==> src/rtl/pclc_pkg.sv <==
// shared widths, types, codes and helpers for the pole-like cluster classifier
package pclc_pkg;

    localparam int COORD_BITS  = 24;
    localparam int COUNT_BITS  = 16;
    localparam int LABEL_BITS  = 6;
    localparam int MASK_BITS   = 64;
    localparam int SIZE_BITS   = 16;
    localparam int BOUND_BITS  = 23;
    localparam int HEIGHT_BITS = 24;
    localparam int POINTS_BITS = 16;
    localparam int VERDICT_BITS = 3;
    localparam int CFG_INDEX_BITS = 2;
    localparam int CFG_DATA_BITS  = 64;

    // common width for magnitude compares, wide enough for every operand
    localparam int CMP_BITS = 33;
    // a passing extent is at most the bound, so squares only need this many bits
    localparam int SQ_BITS  = (COORD_BITS < BOUND_BITS) ? COORD_BITS : BOUND_BITS;
    localparam int SUM_BITS = 2 * BOUND_BITS + 1;

    localparam int MIN_LABEL_HITS = 5;

    typedef logic signed [COORD_BITS-1:0] coord_t;
    typedef logic [COORD_BITS-1:0]        extent_t;
    typedef logic [COUNT_BITS-1:0]        count_t;
    typedef logic [SQ_BITS-1:0]           sq_op_t;
    typedef logic [2*SQ_BITS-1:0]         sq_t;
    typedef logic [2*BOUND_BITS-1:0]      bound_sq_t;

    typedef enum logic [CFG_INDEX_BITS-1:0] {
        CFG_MIN_POINTS      = 2'd0,
        CFG_POLE_LABEL_MASK = 2'd1,
        CFG_MAX_XY_BOUND    = 2'd2,
        CFG_MIN_HEIGHT      = 2'd3
    } cfg_index_t;

    typedef enum logic [VERDICT_BITS-1:0] {
        VERDICT_PASS       = 3'd0,
        VERDICT_FEW_POINTS = 3'd1,
        VERDICT_FEW_LABELS = 3'd2,
        VERDICT_TOO_WIDE   = 3'd3,
        VERDICT_TOO_SHORT  = 3'd4
    } verdict_t;

    typedef struct packed {
        logic [SIZE_BITS-1:0]   min_points;
        logic [MASK_BITS-1:0]   pole_label_mask;
        logic [BOUND_BITS-1:0]  max_xy_bound;
        logic [HEIGHT_BITS-1:0] min_height;
    } cfg_t;

    // running statistics of a finished cluster
    typedef struct packed {
        coord_t min_x;
        coord_t max_x;
        coord_t min_y;
        coord_t max_y;
        coord_t min_z;
        coord_t max_z;
        count_t point_count;
        count_t label_hits;
    } stats_t;

    function automatic count_t sat_inc(input count_t c);
        count_t top;
        top = '1;
        return (c == top) ? top : count_t'(c + count_t'(1));
    endfunction

    function automatic logic [POINTS_BITS-1:0] shown_points(input count_t c);
        logic [CMP_BITS-1:0] wide;
        wide = CMP_BITS'(c);
        if (wide > CMP_BITS'({POINTS_BITS{1'b1}}))
        begin
            return '1;
        end
        return POINTS_BITS'(wide);
    endfunction

endpackage

==> src/rtl/pclc_point_if.sv <==
// point channel: one lidar point per transfer
interface pclc_point_if;
    import pclc_pkg::*;

    logic                  valid;
    logic                  ready;
    coord_t                pos_x;
    coord_t                pos_y;
    coord_t                pos_z;
    logic [LABEL_BITS-1:0] sem_label;
    logic                  last_point;

    modport source (
        output valid, pos_x, pos_y, pos_z, sem_label, last_point,
        input  ready
    );

    modport sink (
        input  valid, pos_x, pos_y, pos_z, sem_label, last_point,
        output ready
    );
endinterface

==> src/rtl/pclc_verdict_if.sv <==
// verdict channel: one classification result per transfer
interface pclc_verdict_if;
    import pclc_pkg::*;

    logic                    valid;
    logic                    ready;
    logic                    is_pole;
    logic [VERDICT_BITS-1:0] verdict;
    logic [POINTS_BITS-1:0]  cluster_points;

    modport source (
        output valid, is_pole, verdict, cluster_points,
        input  ready
    );

    modport sink (
        input  valid, is_pole, verdict, cluster_points,
        output ready
    );
endinterface

==> src/rtl/pole_like_cluster_classifier_unit.sv <==
// top level of the pole-like cluster classifier: config registers, accumulator, check pipeline
//
//   channel   role    carries                                         transfer when
//   point     sink    pos_x/y/z (s24 Q15.8), sem_label, last_point    valid && ready
//   verdict   source  is_pole, verdict, cluster_points                valid && ready
//   cfg       write   cfg_we, cfg_index, cfg_data                     cfg_we
//
// one point per cycle while point.ready is high; the accumulator updates min/max and counts
// verdict.valid rises after the last point passes the snapshot register (loaded on the edge
// that transfers it), then compares, squares, and planar sum into the verdict register
// rst_n clears config to defaults, starts a fresh cluster and empties the pipeline
// the whole pipeline holds while the verdict register is full and not taken; point.ready
// is low only in that case
module pole_like_cluster_classifier_unit (
    input  logic                                clk,
    input  logic                                rst_n,
    pclc_point_if.sink                          point,
    pclc_verdict_if.source                      verdict,
    input  logic                                cfg_we,
    input  logic [pclc_pkg::CFG_INDEX_BITS-1:0] cfg_index,
    input  logic [pclc_pkg::CFG_DATA_BITS-1:0]  cfg_data
);
    import pclc_pkg::*;

    cfg_t   cfg_reg;
    cfg_t   cfg_next;
    logic   advance;
    logic   fire;
    logic   snap_valid;
    stats_t snap;
    logic   res_valid;
    logic   res_is_pole;
    logic [VERDICT_BITS-1:0] res_verdict;
    logic [POINTS_BITS-1:0]  res_points;

    // register writes, each field truncated to its width
    always_comb
    begin
        cfg_next = cfg_reg;
        if (cfg_we)
        begin
            case (cfg_index_t'(cfg_index))
                CFG_MIN_POINTS:      cfg_next.min_points      = cfg_data[SIZE_BITS-1:0];
                CFG_POLE_LABEL_MASK: cfg_next.pole_label_mask = cfg_data[MASK_BITS-1:0];
                CFG_MAX_XY_BOUND:    cfg_next.max_xy_bound    = cfg_data[BOUND_BITS-1:0];
                CFG_MIN_HEIGHT:      cfg_next.min_height      = cfg_data[HEIGHT_BITS-1:0];
                default:             cfg_next = cfg_reg;
            endcase
        end
    end

    always_ff @(posedge clk or negedge rst_n)
    begin
        if (!rst_n)
        begin
            cfg_reg.min_points      <= SIZE_BITS'(10);
            cfg_reg.pole_label_mask <= '0;
            cfg_reg.max_xy_bound    <= BOUND_BITS'(256);
            cfg_reg.min_height      <= HEIGHT_BITS'(512);
        end
        else
        begin
            cfg_reg <= cfg_next;
        end
    end

    // pipeline moves unless a finished verdict is waiting on the sink
    assign advance     = !res_valid || verdict.ready;
    assign point.ready = advance;
    assign fire        = point.valid && advance;

    pclc_accum u_accum (
        .clk             (clk),
        .rst_n           (rst_n),
        .advance         (advance),
        .fire            (fire),
        .pos_x           (point.pos_x),
        .pos_y           (point.pos_y),
        .pos_z           (point.pos_z),
        .sem_label       (point.sem_label),
        .last_point      (point.last_point),
        .pole_label_mask (cfg_reg.pole_label_mask),
        .snap_valid      (snap_valid),
        .snap            (snap)
    );

    pclc_judge u_judge (
        .clk         (clk),
        .rst_n       (rst_n),
        .advance     (advance),
        .snap_valid  (snap_valid),
        .snap        (snap),
        .cfg         (cfg_reg),
        .res_valid   (res_valid),
        .res_is_pole (res_is_pole),
        .res_verdict (res_verdict),
        .res_points  (res_points)
    );

    assign verdict.valid          = res_valid;
    assign verdict.is_pole        = res_is_pole;
    assign verdict.verdict        = res_verdict;
    assign verdict.cluster_points = res_points;
endmodule

==> src/rtl/pclc_accum.sv <==
// running min/max per axis and saturating counters, snapshot on the last point
module pclc_accum (
    input  logic                            clk,
    input  logic                            rst_n,
    input  logic                            advance,
    input  logic                            fire,
    input  pclc_pkg::coord_t                pos_x,
    input  pclc_pkg::coord_t                pos_y,
    input  pclc_pkg::coord_t                pos_z,
    input  logic [pclc_pkg::LABEL_BITS-1:0] sem_label,
    input  logic                            last_point,
    input  logic [pclc_pkg::MASK_BITS-1:0]  pole_label_mask,
    output logic                            snap_valid,
    output pclc_pkg::stats_t                snap
);
    import pclc_pkg::*;

    stats_t stats_reg;
    stats_t stats_next;
    logic   first_pending_reg;
    logic   first_pending_next;
    logic   snap_valid_reg;
    logic   snap_valid_next;
    stats_t snap_reg;
    logic   label_hit;

    assign label_hit = pole_label_mask[sem_label];

    always_comb
    begin
        stats_next         = stats_reg;
        first_pending_next = first_pending_reg;
        if (fire)
        begin
            if (first_pending_reg)
            begin
                stats_next.min_x       = pos_x;
                stats_next.max_x       = pos_x;
                stats_next.min_y       = pos_y;
                stats_next.max_y       = pos_y;
                stats_next.min_z       = pos_z;
                stats_next.max_z       = pos_z;
                stats_next.point_count = count_t'(1);
                stats_next.label_hits  = label_hit ? count_t'(1) : '0;
            end
            else
            begin
                if (pos_x < stats_reg.min_x) stats_next.min_x = pos_x;
                if (pos_x > stats_reg.max_x) stats_next.max_x = pos_x;
                if (pos_y < stats_reg.min_y) stats_next.min_y = pos_y;
                if (pos_y > stats_reg.max_y) stats_next.max_y = pos_y;
                if (pos_z < stats_reg.min_z) stats_next.min_z = pos_z;
                if (pos_z > stats_reg.max_z) stats_next.max_z = pos_z;
                stats_next.point_count = sat_inc(stats_reg.point_count);
                if (label_hit)
                begin
                    stats_next.label_hits = sat_inc(stats_reg.label_hits);
                end
            end
            first_pending_next = last_point;
        end
    end

    assign snap_valid_next = fire && last_point;

    always_ff @(posedge clk or negedge rst_n)
    begin
        if (!rst_n)
        begin
            stats_reg         <= '0;
            first_pending_reg <= 1'b1;
            snap_valid_reg    <= 1'b0;
        end
        else
        begin
            stats_reg         <= stats_next;
            first_pending_reg <= first_pending_next;
            if (advance)
            begin
                snap_valid_reg <= snap_valid_next;
            end
        end
    end

    always_ff @(posedge clk)
    begin
        if (advance)
        begin
            snap_reg <= stats_next;
        end
    end

    assign snap_valid = snap_valid_reg;
    assign snap       = snap_reg;
endmodule

==> src/rtl/pclc_judge.sv <==
// three-stage check pipeline: extents and compares, squares, planar sum and verdict
module pclc_judge (
    input  logic                             clk,
    input  logic                             rst_n,
    input  logic                             advance,
    input  logic                             snap_valid,
    input  pclc_pkg::stats_t                 snap,
    input  pclc_pkg::cfg_t                   cfg,
    output logic                             res_valid,
    output logic                             res_is_pole,
    output logic [pclc_pkg::VERDICT_BITS-1:0] res_verdict,
    output logic [pclc_pkg::POINTS_BITS-1:0] res_points
);
    import pclc_pkg::*;

    // stage 2: extents and the direct compares
    extent_t dx;
    extent_t dy;
    extent_t dz;
    logic    few_points;
    logic    few_labels;
    logic    wide_axis;
    logic    short_z;

    logic    s2_valid_reg;
    sq_op_t  s2_dx_reg;
    sq_op_t  s2_dy_reg;
    logic    s2_few_points_reg;
    logic    s2_few_labels_reg;
    logic    s2_wide_axis_reg;
    logic    s2_short_reg;
    logic [POINTS_BITS-1:0] s2_points_reg;

    // stage 3: squares
    logic      s3_valid_reg;
    sq_t       s3_dx_sq_reg;
    sq_t       s3_dy_sq_reg;
    bound_sq_t s3_b_sq_reg;
    logic      s3_few_points_reg;
    logic      s3_few_labels_reg;
    logic      s3_wide_axis_reg;
    logic      s3_short_reg;
    logic [POINTS_BITS-1:0] s3_points_reg;

    // stage 4: planar sum and verdict
    logic [SUM_BITS-1:0] planar_sum;
    logic                wide_planar;
    verdict_t            verdict_next;

    logic                   out_valid_reg;
    verdict_t               out_verdict_reg;
    logic [POINTS_BITS-1:0] out_points_reg;

    always_comb
    begin
        dx = extent_t'(snap.max_x - snap.min_x);
        dy = extent_t'(snap.max_y - snap.min_y);
        dz = extent_t'(snap.max_z - snap.min_z);
        few_points = CMP_BITS'(snap.point_count) <= CMP_BITS'(cfg.min_points);
        few_labels = CMP_BITS'(snap.label_hits) <= CMP_BITS'(MIN_LABEL_HITS);
        wide_axis  = (CMP_BITS'(dx) > CMP_BITS'(cfg.max_xy_bound)) ||
                     (CMP_BITS'(dy) > CMP_BITS'(cfg.max_xy_bound));
        short_z    = CMP_BITS'(dz) <= CMP_BITS'(cfg.min_height);
    end

    always_comb
    begin
        planar_sum  = SUM_BITS'(s3_dx_sq_reg) + SUM_BITS'(s3_dy_sq_reg);
        wide_planar = planar_sum > SUM_BITS'(s3_b_sq_reg);
        if (s3_few_points_reg)
        begin
            verdict_next = VERDICT_FEW_POINTS;
        end
        else if (s3_few_labels_reg)
        begin
            verdict_next = VERDICT_FEW_LABELS;
        end
        else if (s3_wide_axis_reg || wide_planar)
        begin
            verdict_next = VERDICT_TOO_WIDE;
        end
        else if (s3_short_reg)
        begin
            verdict_next = VERDICT_TOO_SHORT;
        end
        else
        begin
            verdict_next = VERDICT_PASS;
        end
    end

    always_ff @(posedge clk or negedge rst_n)
    begin
        if (!rst_n)
        begin
            s2_valid_reg  <= 1'b0;
            s3_valid_reg  <= 1'b0;
            out_valid_reg <= 1'b0;
        end
        else if (advance)
        begin
            s2_valid_reg  <= snap_valid;
            s3_valid_reg  <= s2_valid_reg;
            out_valid_reg <= s3_valid_reg;
        end
    end

    always_ff @(posedge clk)
    begin
        if (advance)
        begin
            s2_dx_reg         <= sq_op_t'(dx);
            s2_dy_reg         <= sq_op_t'(dy);
            s2_few_points_reg <= few_points;
            s2_few_labels_reg <= few_labels;
            s2_wide_axis_reg  <= wide_axis;
            s2_short_reg      <= short_z;
            s2_points_reg     <= shown_points(snap.point_count);

            s3_dx_sq_reg      <= sq_t'(s2_dx_reg) * sq_t'(s2_dx_reg);
            s3_dy_sq_reg      <= sq_t'(s2_dy_reg) * sq_t'(s2_dy_reg);
            s3_b_sq_reg       <= bound_sq_t'(cfg.max_xy_bound) * bound_sq_t'(cfg.max_xy_bound);
            s3_few_points_reg <= s2_few_points_reg;
            s3_few_labels_reg <= s2_few_labels_reg;
            s3_wide_axis_reg  <= s2_wide_axis_reg;
            s3_short_reg      <= s2_short_reg;
            s3_points_reg     <= s2_points_reg;

            out_verdict_reg   <= verdict_next;
            out_points_reg    <= s3_points_reg;
        end
    end

    assign res_valid   = out_valid_reg;
    assign res_is_pole = (out_verdict_reg == VERDICT_PASS);
    assign res_verdict = out_verdict_reg;
    assign res_points  = out_points_reg;
endmodule
==> src/flat_wrapper.sv <==
// flat-port wrapper written by rule: the top's interface ports become plain ports
module pole_like_cluster_classifier_unit_flat import pclc_pkg::*;
  (clk, rst_n, cfg_we, cfg_index, cfg_data, point_valid, point_pos_x, point_pos_y, point_pos_z, point_sem_label, point_last_point, point_ready, verdict_valid, verdict_is_pole, verdict_verdict, verdict_cluster_points, verdict_ready);
  pclc_point_if point_i ();
  pclc_verdict_if verdict_i ();
  input  logic clk;
  input  logic rst_n;
  input  logic cfg_we;
  input  logic [pclc_pkg::CFG_INDEX_BITS-1:0] cfg_index;
  input  logic [pclc_pkg::CFG_DATA_BITS-1:0] cfg_data;
  input wire logic [$bits(point_i.valid)-1:0] point_valid;
  input wire logic [$bits(point_i.pos_x)-1:0] point_pos_x;
  input wire logic [$bits(point_i.pos_y)-1:0] point_pos_y;
  input wire logic [$bits(point_i.pos_z)-1:0] point_pos_z;
  input wire logic [$bits(point_i.sem_label)-1:0] point_sem_label;
  input wire logic [$bits(point_i.last_point)-1:0] point_last_point;
  output wire logic [$bits(point_i.ready)-1:0] point_ready;
  output wire logic [$bits(verdict_i.valid)-1:0] verdict_valid;
  output wire logic [$bits(verdict_i.is_pole)-1:0] verdict_is_pole;
  output wire logic [$bits(verdict_i.verdict)-1:0] verdict_verdict;
  output wire logic [$bits(verdict_i.cluster_points)-1:0] verdict_cluster_points;
  input wire logic [$bits(verdict_i.ready)-1:0] verdict_ready;
  assign point_i.valid = point_valid;
  assign point_i.pos_x = point_pos_x;
  assign point_i.pos_y = point_pos_y;
  assign point_i.pos_z = point_pos_z;
  assign point_i.sem_label = point_sem_label;
  assign point_i.last_point = point_last_point;
  assign point_ready = point_i.ready;
  assign verdict_valid = verdict_i.valid;
  assign verdict_is_pole = verdict_i.is_pole;
  assign verdict_verdict = verdict_i.verdict;
  assign verdict_cluster_points = verdict_i.cluster_points;
  assign verdict_i.ready = verdict_ready;
  pole_like_cluster_classifier_unit u_core (.clk(clk), .rst_n(rst_n), .point(point_i), .verdict(verdict_i), .cfg_we(cfg_we), .cfg_index(cfg_index), .cfg_data(cfg_data));
endmodule
==> config.mk <==
export PLATFORM = sky130hd
export DESIGN_NAME = pole_like_cluster_classifier_unit_flat
export DESIGN_NICKNAME = d
export VERILOG_FILES = /design/src/rtl/pclc_pkg.sv /design/src/rtl/pclc_point_if.sv /design/src/rtl/pclc_verdict_if.sv /design/src/rtl/pole_like_cluster_classifier_unit.sv /design/src/rtl/pclc_accum.sv /design/src/rtl/pclc_judge.sv /design/src/flat_wrapper.sv
export SDC_FILE = /design/constraint.sdc
export NUM_CORES = 2
export LEC_CHECK = 0
export BUFFER_PORTS_ARGS = -buffer_cell sky130_fd_sc_hd__buf_4
export CAP_MARGIN = 20
export CORE_MARGIN = 4
export CORE_UTILIZATION = 60
export DETAILED_ROUTE_END_ITERATION = 6
export PLACE_DENSITY = 0.79
export SKIP_CTS_REPAIR_TIMING = 1
export SLEW_MARGIN = 0
export SYNTH_ARGS = -nofsm -noshare
export SYNTH_HDL_FRONTEND = slang
export SYNTH_SLANG_ARGS = --single-unit
export TNS_END_PERCENT = 5
==> constraint.sdc <==
create_clock -name clk -period 43.6 [get_ports clk]
set_input_delay 13.08 -clock clk [delete_from_list [all_inputs] [get_ports clk]]
set_output_delay 13.08 -clock clk [all_outputs]
set_load 0.01 [all_outputs]
# After elaboration in Yosys (flattened, before gate mapping)
# Cells that the tools add are included.
[op_classes]
addsub = 6
n_mul = 3
n_lt_le_gt_ge = 13
n_eq_ne = 5
muxes = 17
reduce_logical = 13
[op_table]
columns = ["operator", "count"]
rows = [
  ["$mux W176", 2],
  ["$mux W24", 6],
  ["$mul A23 B23 Y46", 3],
  ["$gt A24 B24 Y1", 3],
  ["$lt A24 B24 Y1", 3],
  ["$sub A24 B24 Y24", 3],
  ["$gt A24 B23 Y1", 2],
  ["$mux W16", 3],
  ["$add A46 B46 Y47", 1],
  ["$gt A47 B46 Y1", 1],
  ["$add A16 B1 Y16 const B", 2],
  ["$eq A16 B16 Y1 const B", 2],
  ["$le A24 B24 Y1", 1],
  ["$le A16 B16 Y1", 1],
  ["$le A16 B3 Y1 const B", 1],
  ["$reduce_and A2 Y1", 4],
  ["$lt A6 B7 Y1 const B", 1],
  ["$bmux W1 S6", 1],
  ["$eq A2 B2 Y1 const B", 2],
  ["$mux W2", 2],
  ["$logic_not A3 Y1", 1],
  ["$logic_or A1 B1 Y1", 3],
  ["$mux W3", 1],
  ["$reduce_or A3 Y1", 1],
  ["5 further kinds", 7],
]
[word_totals]
reg_bits = 727
input_bits = 150

# Longest topological paths before layout
[logic_depth]
word_depth = 5
depth_mapped = 28

# Hierarchy
# Synthesis repeated with hierarchy kept, for this count alone.
[unflattened]
hier_cells = 7834
area_unflattened_um2 = 82301.4
[modules_own_cells]
columns = ["module", "n_inst", "cells_per_inst", "area_each_um2", "seq_area_each_um2"]
rows = [
  ["pclc_judge", 1, 6221, 59853.7, 7282.0],
  ["pclc_accum", 1, 1341, 17441.7, 9740.6],
  ["pole_like_cluster_classifier_unit", 1, 272, 5006.1, 3183.1],
]

# Worst setup path after synthesis
# OpenSTA, ideal clock, no wires.
[synth_path]
path_kind = "input -> output"
start = "in verdict_ready"
end = "out point_ready"
arrival_time_ps = 24595
t_required_ps = 30520
path_slack_ps = 5925
stages = 2
n_path_buf = 1
cell_sequence = "nand2b_1 clkbuf_1"
[synth_via]
elab_chain_len = 1
[synth_rtl]
columns = ["item", "line_no", "text"]
rows = [
  ["from (decl)", "flat_wrapper.sv:22", "input wire logic [$bits(verdict_i.ready)-1:0] verdict_ready;"],
  ["$logic_or A1 B1 Y1", "pole_like_cluster_classifier_unit.sv:68", "assign advance = !res_valid || verdict.ready;"],
  ["to (decl)", "flat_wrapper.sv:17", "output wire logic [$bits(point_i.ready)-1:0] point_ready;"],
]
# Every way passes these cells.

# Final worst setup path
# Same ends and word-level chain as after synthesis.

==> results_dict.tcl <==
set metrics [dict create \
    relSlewSlack_pct 19.7 \
    area_delta_synth_final_pct 7.56 \
    synthesis.nets 10200 \
    setup_viol 0 \
    cp-end-kind "primary output" \
    seq_area_frac_synth_pct 24.6 \
    htree_levels 3 \
    io_buffers 171 \
    status "completed" \
    grt_pass1_vias 62600 \
    die-area_sq_um 143000 \
    insertion_delay_ps 690 \
    yosysTopAreaCellShare_pct 28.3 \
    clock_sinks 723 \
    layout.nets 10300 \
    grt_start_max_net_pins 133 \
    routedWlPerCell_microns 20.0 \
    yosys_most_used_dff "edfxtp_1" \
    rr_endpoint "u_core.u_judge.s3_b_sq_reg[38]" \
    drv_slew 0 \
    start_kind "input port" \
    crit_chain "buf_4, nand2b_4, buf_4" \
    die_w_microns 378 \
    hold_end "u_core.u_judge.s3_few_labels_reg" \
    worstHoldPathCells 0 \
    grt_pass1_wl_mm 324 \
    yosys.area.top_type "fa_1" \
    fin_setup_tns_ps 0 \
    period_needed_ps 26840 \
    start_util_pct 60.5 \
    yosys_register_bits 723 \
    hold_viol 0 \
    skew_ps 39.0 \
    track_usage_pct 28.8 \
    cts_root_buf "clkbuf_16" \
    synth_area_sq_um 81900 \
    reg2reg_depth 24 \
    cts_tree "built" \
    crit_start "verdict_ready" \
    core_sq_um 135000 \
    drtIter0Drc 3833 \
    synth-edff-count 415 \
    syn_inst 7950 \
    routed_wl_mm 198 \
    reg2reg_setup_slack_ps 34370 \
    crit_slowest_cell "nand2b_4" \
    clk_pin_slew_worst_paths_ps 60 \
    maxCapViolations 0 \
    yosysWarnings 0 \
    critPathRequiredTime_ps 30520 \
    synthArstFlopShare_pct 42.6 \
    nFillCells 10300 \
    cp_common_cell "buf_4" \
    avgSynthCellArea_sq_um 10.3 \
    dr.pass1.iters 6 \
    drc 0 \
    dieHeight_microns 378 \
    critPathKind "input port to primary output" \
    period_share_pct 61.6 \
    drive_gt1_share_pct 8.46 \
    routed_via_density 5.75 \
    largest_reg_flops 176 \
    fmax_ghz 0.0373 \
    antenna_found_initial 6 \
    rsz0062_at_grt "false" \
    vias 57100 \
    overflow 0 \
    antenna_left 0 \
    numCtsBuffers 81 \
    slowest_delay_ps 290 \
    yosysMostFrequentCell "inv_1" \
    rows 135 \
    yosys-top-cells-count "inv_1 (1827), fa_1 (1158), ha_1 (910), nand2_1 (578), edfxtp_1 (415)" \
    yosys-top-cells-area "fa_1 (28%), edfxtp_1 (15%), ha_1 (14%), dfrtp_1 (9.3%), inv_1 (8.4%)" \
    hpwlAfterDp_mm 157 \
    clock_path_buffers 3 \
    crit_fanout 23 \
    hold_class "flop to flop" \
    worstHoldStart "u_core.u_judge.s2_few_labels_reg" \
    ys_types 79 \
    reg2reg_from "u_core.cfg_reg[37]" \
    worstMarginPinSlew_ps 1200 \
    critPathArrivalTime_ps 13760 \
    num_io_pins 172 \
    gp_congestion 0.923 \
]
routing by layer:
layer  part of all wire, %  global-route usage, %
met1                    38                   35.2
met2                    49                   49.2
met3                   7.2                   5.37
met4                   5.7                   14.3
met5                 0.014                      0
final cells by class:
class | instances | area (sq um) | area share (%)
Multi-Input combinational cell | 5179 | 54100 | 61.4
Sequential cell | 723 | 20200 | 22.9
Inverter | 1838 | 6900 | 7.83
Tap cell | 1781 | 2230 | 2.53
Clock buffer | 108 | 2190 | 2.48
Timing Repair Buffer | 254 | 2000 | 2.27
Clock inverter | 44 | 518 | 0.588
Antenna cell | 3 | 7.51 | 0.00852
through the flow:
stage	std cells	cell area (sq um)	util (%)	hold slack (ps)	setup slack, ps
after floorplan	7950	81900	-	400	5930
after global placement	9770	85300	63.0	404	16770
after detailed placement	9770	85300	63.0	405	16770
after CTS	9922	88000	65.0	403	16770
after global routing	9927	88100	65.0	416	16750
final	9930	88100	65.0	398	16760
worst max-delay path by stage:
stage	end	slack, ps	cells past startpoint
CTS	point_ready	16770	3
global placement	point_ready	16770	3
floorplan	point_ready	5930	2
finish	point_ready	16760	3
detailed placement	point_ready	16770	3
global route	point_ready	16750	3
cells in the final DEF (no fill, tap or decap), drive strengths merged, types with 71 or more instances in the layout:
cell type	count
nor2b	71
fa	1158
xor2	95
nand4	72
dfrtp	303
buf	254
edfxtp	415
inv	1839
o21ai	162
a21oi	303
nor2	353
a21o	185
xnor2	155
nand3	87
mux2	242
nand2	578
and2	222
clkbuf	108
ha	910
worst max-delay path: cells and delay by family:
family | cells | cell delay [ps]
AND/OR/NAND/NOR | 1 | 290
buffers and inverters | 2 | 360
cells by family (layout without fill, tap and decap cells):
kind of cell,Yosys count,after routing,synth area share (%)
fa+ha+maj,2068,2068,42.2
other cells,0,3,0
mux,268,268,3.95
compound gates,982,982,7.78
simple gates,1611,1611,9.35
xor+xnor,250,250,2.67
flops,723,723,24.6
buf+inv,2048,2244,9.42
Power is not shown: default switching activity piles up to over one toggle a cycle in this logic, so the estimate is an artifact.
